--- config.mk ---
export PLATFORM = sky130hd
export DESIGN_NAME = rle_escape_byte_run_decoder
export DESIGN_NICKNAME = d
export VERILOG_FILES = /design/src/rled_pkg.sv /design/src/rled_match.sv /design/src/rled_core.sv /design/src/rle_escape_byte_run_decoder.sv
export SDC_FILE = /design/constraint.sdc
export NUM_CORES = 1
export LEC_CHECK = 0
export BUFFER_PORTS_ARGS = -buffer_cell sky130_fd_sc_hd__buf_2
export CAP_MARGIN = 20
export CELL_PAD_IN_SITES_DETAIL_PLACEMENT = 0
export CELL_PAD_IN_SITES_GLOBAL_PLACEMENT = 1
export CORE_MARGIN = 3
export CORE_UTILIZATION = 50
export CTS_CLUSTER_DIAMETER = 60
export DETAILED_ROUTE_END_ITERATION = 8
export HOLD_SLACK_MARGIN = 0.15
export PLACE_DENSITY_LB_ADDON = 0.1
export SLEW_MARGIN = 40
export SYNTH_ARGS = -nofsm -noshare
export SYNTH_HDL_FRONTEND = slang
export SYNTH_HIERARCHICAL = 1
export SYNTH_SLANG_ARGS = --single-unit
--- constraint.sdc ---
create_clock -name clk -period 22.5 [get_ports clk]
set_input_delay 1.125 -clock clk [delete_from_list [all_inputs] [get_ports clk]]
set_output_delay 1.125 -clock clk [all_outputs]
set_load 0.02 [all_outputs]
--- src/rled_pkg.sv ---
// ----------------------------------------------------------------------------
// rled_pkg: shared types and constants of the escape-code run decoder
// Holds the phase codes, status codes, register indexes and the structs
// that pass configuration and results between the decoder modules.
// ----------------------------------------------------------------------------
package rled_pkg;

  localparam int MAX_ESCAPES    = 10;
  localparam int OUT_COUNT_BITS = 24;
  localparam int POS_W          = $clog2(MAX_ESCAPES + 1);
  localparam int BYTE_W         = 8;
  localparam int CNT_W          = 16;
  localparam int STAT_W         = 2;
  localparam int CMP_W          = (OUT_COUNT_BITS > CNT_W) ? OUT_COUNT_BITS : CNT_W;
  localparam int CFG_IDX_W      = 8;
  localparam int CFG_DATA_W     = 64;
  localparam int ESC_CNT_W      = 4;
  localparam int OUT_LEN_W      = 24;

  // Decoder phases.
  localparam logic [2:0] PH_WAIT     = 3'd0;
  localparam logic [2:0] PH_CNT8     = 3'd1;
  localparam logic [2:0] PH_CNT16_LO = 3'd2;
  localparam logic [2:0] PH_CNT16_HI = 3'd3;
  localparam logic [2:0] PH_VALUE    = 3'd4;

  // Escape positions with a count field after them.
  localparam logic [POS_W-1:0] POS_NONE  = POS_W'(0);
  localparam logic [POS_W-1:0] POS_CNT8  = POS_W'(1);
  localparam logic [POS_W-1:0] POS_CNT16 = POS_W'(3);

  // Result status codes.
  localparam logic [STAT_W-1:0] STAT_OK       = 2'd0;
  localparam logic [STAT_W-1:0] STAT_OVERFLOW = 2'd1;
  localparam logic [STAT_W-1:0] STAT_SHORT    = 2'd2;

  // Configuration register indexes.
  localparam logic [CFG_IDX_W-1:0] CFG_ESC_LOW  = 8'd0;
  localparam logic [CFG_IDX_W-1:0] CFG_ESC_HIGH = 8'd1;
  localparam logic [CFG_IDX_W-1:0] CFG_ESC_CNT  = 8'd2;
  localparam logic [CFG_IDX_W-1:0] CFG_OUT_LEN  = 8'd3;

  typedef struct packed {
    logic [63:0]           esc_low;
    logic [15:0]           esc_high;
    logic [ESC_CNT_W-1:0]  esc_count;
    logic [OUT_LEN_W-1:0]  out_length;
  } cfg_t;

  typedef struct packed {
    logic                emit;
    logic [BYTE_W-1:0]   value;
    logic [CNT_W-1:0]    count;
    logic [STAT_W-1:0]   status;
    logic                done;
  } res_t;

endpackage

--- src/rled_match.sv ---
// ----------------------------------------------------------------------------
// rled_match: parallel escape-code compare
// Compares one byte against every escape code in use; the highest matching
// position wins, and zero means the byte is a literal.
// ----------------------------------------------------------------------------
module rled_match (
  input  logic [rled_pkg::BYTE_W-1:0]    byte_in,
  input  logic [63:0]                    esc_low,
  input  logic [15:0]                    esc_high,
  input  logic [rled_pkg::ESC_CNT_W-1:0] esc_count,
  output logic [rled_pkg::POS_W-1:0]     position
);
  import rled_pkg::*;

  logic [79:0]          codes;
  logic [ESC_CNT_W-1:0] in_use;

  assign codes  = {esc_high, esc_low};
  assign in_use = (esc_count > ESC_CNT_W'(MAX_ESCAPES)) ? ESC_CNT_W'(MAX_ESCAPES) : esc_count;

  always_comb begin
    position = POS_NONE;
    for (int i = 0; i < MAX_ESCAPES; i++) begin
      if ((i < int'(in_use)) && (codes[i*BYTE_W +: BYTE_W] == byte_in)) begin
        position = POS_W'(i + 1);
      end
    end
  end

endmodule

--- src/rled_core.sv ---
// ----------------------------------------------------------------------------
// rled_core: decoder state and run logic
// Holds the phase, pending count and output tally, and turns one registered
// source byte into at most one run result with limit checking.
// ----------------------------------------------------------------------------
module rled_core (
  input  logic                        clk,
  input  logic                        rst_n,
  input  logic                        step_en,
  input  logic [rled_pkg::BYTE_W-1:0] byte_in,
  input  logic                        last_in,
  input  rled_pkg::cfg_t              cfg,
  output rled_pkg::res_t              res
);
  import rled_pkg::*;

  logic [2:0]                phase_r, phase_nxt;
  logic [CNT_W-1:0]          pend_r, pend_nxt;
  logic [OUT_COUNT_BITS-1:0] prod_r, prod_nxt;
  logic                      fin_r, fin_nxt;
  logic                      fail_r, fail_nxt;

  logic [POS_W-1:0]          pos;
  logic [OUT_COUNT_BITS-1:0] limit;
  logic [OUT_COUNT_BITS-1:0] rem;
  logic                      have;
  logic [BYTE_W-1:0]         val;
  logic [CNT_W-1:0]          cnt;
  logic [STAT_W-1:0]         status;
  logic                      done;

  rled_match u_match (
    .byte_in   (byte_in),
    .esc_low   (cfg.esc_low),
    .esc_high  (cfg.esc_high),
    .esc_count (cfg.esc_count),
    .position  (pos)
  );

  assign limit = OUT_COUNT_BITS'(cfg.out_length);
  assign rem   = limit - prod_r;

  always_comb begin
    phase_nxt = phase_r;
    pend_nxt  = pend_r;
    prod_nxt  = prod_r;
    fin_nxt   = fin_r;
    fail_nxt  = fail_r;
    have      = 1'b0;
    val       = '0;
    cnt       = '0;
    status    = STAT_OK;
    done      = 1'b0;

    if (!fin_r) begin
      if (prod_r >= limit) begin
        // Limit already met: finish without a result.
        fin_nxt = 1'b1;
      end else begin
        case (phase_r)
          PH_CNT8: begin
            pend_nxt  = CNT_W'(byte_in);
            phase_nxt = PH_VALUE;
          end
          PH_CNT16_LO: begin
            pend_nxt  = CNT_W'(byte_in);
            phase_nxt = PH_CNT16_HI;
          end
          PH_CNT16_HI: begin
            pend_nxt  = {byte_in, pend_r[7:0]};
            phase_nxt = PH_VALUE;
          end
          PH_VALUE: begin
            val       = byte_in;
            cnt       = pend_r;
            have      = 1'b1;
            pend_nxt  = '0;
            phase_nxt = PH_WAIT;
          end
          default: begin
            phase_nxt = PH_WAIT;
            if (pos == POS_NONE) begin
              val  = byte_in;
              cnt  = CNT_W'(1);
              have = 1'b1;
            end else if (pos == POS_CNT8) begin
              phase_nxt = PH_CNT8;
            end else if (pos == POS_CNT16) begin
              phase_nxt = PH_CNT16_LO;
            end else begin
              pend_nxt  = CNT_W'(pos - POS_W'(1));
              phase_nxt = PH_VALUE;
            end
          end
        endcase

        if (have && (cnt == '0)) begin
          have = 1'b0;
        end

        if (have) begin
          if (CMP_W'(cnt) > CMP_W'(rem)) begin
            // The run passes the limit; the clipped count fits in CNT_W.
            cnt      = CNT_W'(rem);
            status   = STAT_OVERFLOW;
            done     = 1'b1;
            fail_nxt = 1'b1;
            fin_nxt  = 1'b1;
          end
          prod_nxt = prod_r + OUT_COUNT_BITS'(cnt);
          if (prod_nxt >= limit) begin
            done    = 1'b1;
            fin_nxt = 1'b1;
          end
        end

        if (!fin_nxt && last_in) begin
          status   = STAT_SHORT;
          done     = 1'b1;
          fail_nxt = 1'b1;
          fin_nxt  = 1'b1;
        end
      end
    end

    res.emit   = have || done;
    res.value  = have ? val : '0;
    res.count  = have ? cnt : '0;
    res.status = status;
    res.done   = done;
  end

  always_ff @(posedge clk) begin
    if (!rst_n) begin
      phase_r <= PH_WAIT;
      pend_r  <= '0;
      prod_r  <= '0;
      fin_r   <= 1'b0;
      fail_r  <= 1'b0;
    end else if (step_en) begin
      phase_r <= phase_nxt;
      pend_r  <= pend_nxt;
      prod_r  <= prod_nxt;
      fin_r   <= fin_nxt;
      fail_r  <= fail_nxt;
    end
  end

endmodule

--- src/rle_escape_byte_run_decoder.sv ---
// ----------------------------------------------------------------------------
// rle_escape_byte_run_decoder: escape-code run-length byte decoder
// Decodes a compressed byte stream into (value, count) runs, clipped and
// checked against a programmable output length.
//
//   channel | direction | payload
//   --------+-----------+---------------------------------------------------
//   in_     | sink      | tdata = in_byte, tlast = last_byte
//   out_    | source    | tdata = run_value, run_count; tuser = status;
//           |           | tlast = done_res
//   cfg_    | sink      | cfg_index = register, cfg_data = value
//
// One byte is accepted per cycle; it is decoded from the input register and
// its run is loaded into the output register, from which the result is
// presented. A byte with a result waits in the input register while the
// output register is full and stalled, and input stops; a byte without a
// result retires at once. Reset is synchronous and clears the decoder
// state, the registers (out_length to 1) and both valid flags.
// ----------------------------------------------------------------------------
module rle_escape_byte_run_decoder (
  input  logic                            clk,
  input  logic                            rst_n,
  // Source bytes.
  input  logic                            in_tvalid,
  output logic                            in_tready,
  input  logic [7:0]                      in_tdata,   // [7:0] in_byte
  input  logic                            in_tlast,   // last_byte
  // Decoded runs.
  output logic                            out_tvalid,
  input  logic                            out_tready,
  output logic [23:0]                     out_tdata,  // [7:0] run_value, [23:8] run_count
  output logic [1:0]                      out_tuser,  // [1:0] status
  output logic                            out_tlast,  // done_res
  // Register writes.
  input  logic                            cfg_valid,
  output logic                            cfg_ready,
  input  logic [rled_pkg::CFG_IDX_W-1:0]  cfg_index,
  input  logic [rled_pkg::CFG_DATA_W-1:0] cfg_data
);
  import rled_pkg::*;

  cfg_t              cfg_r;
  logic              s1_valid_r;
  logic [BYTE_W-1:0] s1_byte_r;
  logic              s1_last_r;
  res_t              res;
  res_t              out_r;
  logic              out_valid_r;
  logic              out_free;
  logic              s1_adv;

  assign cfg_ready = rst_n;
  assign out_free  = !out_valid_r || out_tready;
  // A byte without a result retires even while the output register is full.
  assign s1_adv    = s1_valid_r && (!res.emit || out_free);
  assign in_tready = rst_n && (!s1_valid_r || s1_adv);

  always_ff @(posedge clk) begin
    if (!rst_n) begin
      cfg_r.esc_low    <= '0;
      cfg_r.esc_high   <= '0;
      cfg_r.esc_count  <= '0;
      cfg_r.out_length <= OUT_LEN_W'(1);
    end else if (cfg_valid && cfg_ready) begin
      case (cfg_index)
        CFG_ESC_LOW:  cfg_r.esc_low    <= cfg_data[63:0];
        CFG_ESC_HIGH: cfg_r.esc_high   <= cfg_data[15:0];
        CFG_ESC_CNT:  cfg_r.esc_count  <= cfg_data[ESC_CNT_W-1:0];
        CFG_OUT_LEN:  cfg_r.out_length <= cfg_data[OUT_LEN_W-1:0];
        default: begin
        end
      endcase
    end
  end

  always_ff @(posedge clk) begin
    if (!rst_n) begin
      s1_valid_r <= 1'b0;
    end else if (in_tvalid && in_tready) begin
      s1_valid_r <= 1'b1;
    end else if (s1_adv) begin
      s1_valid_r <= 1'b0;
    end
  end

  always_ff @(posedge clk) begin
    if (in_tvalid && in_tready) begin
      s1_byte_r <= in_tdata;
      s1_last_r <= in_tlast;
    end
  end

  rled_core u_core (
    .clk     (clk),
    .rst_n   (rst_n),
    .step_en (s1_adv),
    .byte_in (s1_byte_r),
    .last_in (s1_last_r),
    .cfg     (cfg_r),
    .res     (res)
  );

  always_ff @(posedge clk) begin
    if (!rst_n) begin
      out_valid_r <= 1'b0;
    end else if (s1_adv && res.emit) begin
      out_valid_r <= 1'b1;
    end else if (out_tready) begin
      out_valid_r <= 1'b0;
    end
  end

  always_ff @(posedge clk) begin
    if (s1_adv && res.emit) begin
      out_r <= res;
    end
  end

  assign out_tvalid = out_valid_r;
  assign out_tdata  = {out_r.count, out_r.value};
  assign out_tuser  = out_r.status;
  assign out_tlast  = out_r.done;

endmodule

==> impl_metrics.json <==
{
  "tritoncts": "yes",
  "num_antenna_cells": 0,
  "period_share_pct": 41.89,
  "core_area_mm2": 0.02446,
  "slowest_delay_ns": 0.86,
  "yosysMostFrequentCell": "nand2_1",
  "synth_warnings": 6,
  "nets": 1670,
  "cts.sinks": 190,
  "relSlewSlack_pct": 43.59,
  "critPathBufInv": 1,
  "tns_ns": 0,
  "first_global_vias": 9995,
  "wire_per_inst_um": 19.09,
  "clock_path_buffers": 2,
  "critPathCaptureType": "flop",
  "drc_errors": 0,
  "cts_buffers": 17,
  "rows": 57,
  "startpoint_type": "flop",
  "synthTopCellsByArea": "dfxtp_1 (25%), mux2i_1 (9.7%), edfxtp_1 (8.6%), ha_1 (8.3%), nand2_1 (7.7%)",
  "worst-path-max-fanout": 17,
  "cp_slowest_cell": "edfxtp_1",
  "reg2reg_depth": 39,
  "start_util_pct": 51.31,
  "vdd_drop_max_uv": 66.49,
  "required_ns": 22.71,
  "crit_type": "reg2reg",
  "syn-num-nets": 1598,
  "drt_wl_total_mm": 35.05,
  "ant_nets": 0,
  "grt_pass1_wl_mm": 54.19,
  "vias_per_cell": 5.694,
  "die_x_um": 164.4,
  "num_io_pins": 116,
  "period_minus_slack_ns": 9.426,
  "ys_ff_latch": 190,
  "synth_top_area_share_pct": 24.56,
  "fp.dieH_um": 164.4,
  "synth_common_cells": "nand2_1 (256), dfxtp_1 (154), mux2i_1 (122)",
  "syn_to_final_growth_pct": 10.07,
  "portBuffers": 115,
  "drv_slew": 0,
  "postCtsSetupRepairBufs": 0,
  "whs_path_depth": 2,
  "vias": 10450,
  "clock.fmax_mhz": 106.1,
  "place_area_mm2": 0.01317,
  "ys_seq_area_share_pct": 33.17,
  "ys.flop_type": "dfxtp_1",
  "drive_gt1_share_pct": 13.23,
  "synth_edf_count": 36,
  "fin_area_mm2": 0.01382,
  "arrival_ns": 9.63,
  "grt_max_degree": 82,
  "drt_iter0_markers": 903,
  "crit_family": "compound AO/OA/AOI/OAI gates",
  "grtUsageTotal_pct": 25.82,
  "p_leak_nw": 6.196,
  "clk_latency_ns": 0.46,
  "rsz0062_at_grt": "no",
  "yosys.area.top_type": "dfxtp_1",
  "cts_max_level": 4,
  "hold_viol": 0,
  "syn_inst": 1427,
  "dieArea_mm2": 0.02704,
  "root_buffer": "clkbuf_16",
  "post_cts_resized": 0,
  "synth_area_mm2": 0.01255,
  "ctsHoldBuffers": 0,
  "antenna_found_initial": 0,
  "worst_slew_pin_slew_ns": 0.8437,
  "dr.pass1.iters": 5,
  "p_per_area_mw_per_mm2": 80.35,
  "maxCapViolations": 0,
  "setup_viol_count_final": 0,
  "hold_class": "reg2reg",
  "skew_ns": 0.01924,
  "grt_overflow": 0,
  "fillers": 2306,
  "place_congestion": 0.8881,
  "synth_cell_type_count": 80,
  "status": "finished clean",
  "dpl.hpwl_mm": 26.68,
  "path_depth": 39,
  "syn_avg_cell_area_um2": 8.796,
  "synthArstFlopShare_pct": 0,
  "path_clk_slew_ns": 0.08
}
==> kinds of logic (layout without fill, tap and decap cells) <==
kind of cell	after synthesis	after routing	share of synthesized area, %
multiplexers	122	122	9.729
flip-flops	190	190	33.17
XOR/XNOR	127	127	8.862
buffers and inverters	146	231	5.811
AND/OR/NAND/NOR	504	504	19.54
adder cells (fa/ha/maj)	85	85	8.593
AO/OA/AOI/OAI	253	253	14.29
==> power breakdown <==
group / leakage [nW] / total (mW) / switching, mW / internal, mW
Sequential: 1.58 / 0.377 / 0.00946 / 0.367
Clock: 0.314 / 0.337 / 0.177 / 0.160
Combinational: 4.30 / 0.396 / 0.263 / 0.134
Total: 6.20 / 1.11 / 0.449 / 0.661
==> metal layers <==
| layer | global-route usage [%] | vias to the layer above | routed length (µm) |
|---|---|---|---|
| met4 | 11.51 | 0 | 1536 |
| met5 | 0 | - | 0 |
| met1 | 34.43 | 4922 | 15810 |
| met3 | 4.063 | 76 | 1536 |
| met2 | 41.41 | 314 | 16170 |
| li1 | - | 5142 | - |
==> layout make-up <==
class | count | area, µm² | share of cell area, %
Multi-Input combinational cell | 1091 | 7666 | 55.49
Clock buffer | 17 | 425.4 | 3.079
Clock inverter | 15 | 224.0 | 1.621
Sequential cell | 190 | 4164 | 30.14
Timing Repair Buffer | 123 | 645.6 | 4.673
Inverter | 76 | 285.3 | 2.065
Tap cell | 324 | 405.4 | 2.934
==> stage by stage <==
step / hold WS, ns / util [%] / power (mW) / std cells / setup slack (ns)
2_1_floorplan: 0.4357 / - / 0.6773 / 1427 / 14.57
3_3_place_gp: 0.4606 / 53.80 / 0.7727 / 1804 / 13.38
3_5_place_dp: 0.4579 / 53.82 / 0.7745 / 1804 / 13.04
4_1_cts: 0.4758 / 56.47 / 1.111 / 1836 / 13.00
5_1_grt: 0.4995 / 56.48 / 1.163 / 1836 / 12.29
6_report: 0.4749 / 56.48 / 1.110 / 1836 / 13.07
==> path summary, 6_finish.rpt <==
check	slack, ns	startpoint	endpoint
hold / removal	0.47	cfg_r[83]$_SDFFE_PN0P_	cfg_r[83]$_SDFFE_PN0P_
setup reg to reg	13.07	s1_byte_r[5]$_DFFE_PP_	out_tlast$_DFFE_PP_
setup / recovery	13.07	s1_byte_r[5]$_DFFE_PP_	out_tlast$_DFFE_PP_
hold reg to reg	0.47	cfg_r[83]$_SDFFE_PN0P_	cfg_r[83]$_SDFFE_PN0P_
==> state kept, by name, summed over array words and instances, names as in the netlist <==
register and flops:
s1_last_r 1, out_tvalid 1, u_core/prod_r 24, u_core/phase_r 3, s1_byte_r 8, u_core/pend_r 16, s1_valid_r 1, out_tlast 1
out_tuser 2, u_core/fin_r 1, cfg_r 108, out_tdata 24
==> worst reg2reg max path: cells and delay by family, from the launching register on <==
family,cells,cell delay [ns]
xor gates and xnor gates,2,0.29
and+or+nand+nor,10,2.09
buffers and inverters,1,0.09
adders and majority gates,5,1.46
DFF,1,0.86
AOI/OAI and AO/OA,21,4.41
==> cell usage in the layout (no fill, tap or decap), types with 5 or more instances in the layout <==
cell       Yosys  routed
nand2_1      256     256
dfxtp_1      154     154
mux2i_1      122     122
buf_2         11     114
ha_1          83      83
xnor2_1       79      79
inv_1         76      76
a21oi_1       74      74
nor2_1        53      52
xor2_1        48      48
edfxtp_1      36      36
and3_1        31      31
o21ai_0       29      29
nand4_1       28      28
a21o_1        26      26
nand3_1       24      24
nor3_1        21      21
nor2b_1       20      20
o211a_1       18      18
clkbuf_16      0      17
o21ai_1       16      16
nor4_1        14      14
a211oi_1      11      11
nand3_2       11      11
o21a_1        10      10
and2_1         8       8
inv_12         0       8
a31oi_1        8       8
a21oi_2        8       8
buf_4          7       7
nand2b_1       6       6
or4_1          6       6
o31ai_1        6       6
o21bai_1       5       5
Note: power is estimated with default switching activity, not from simulation.
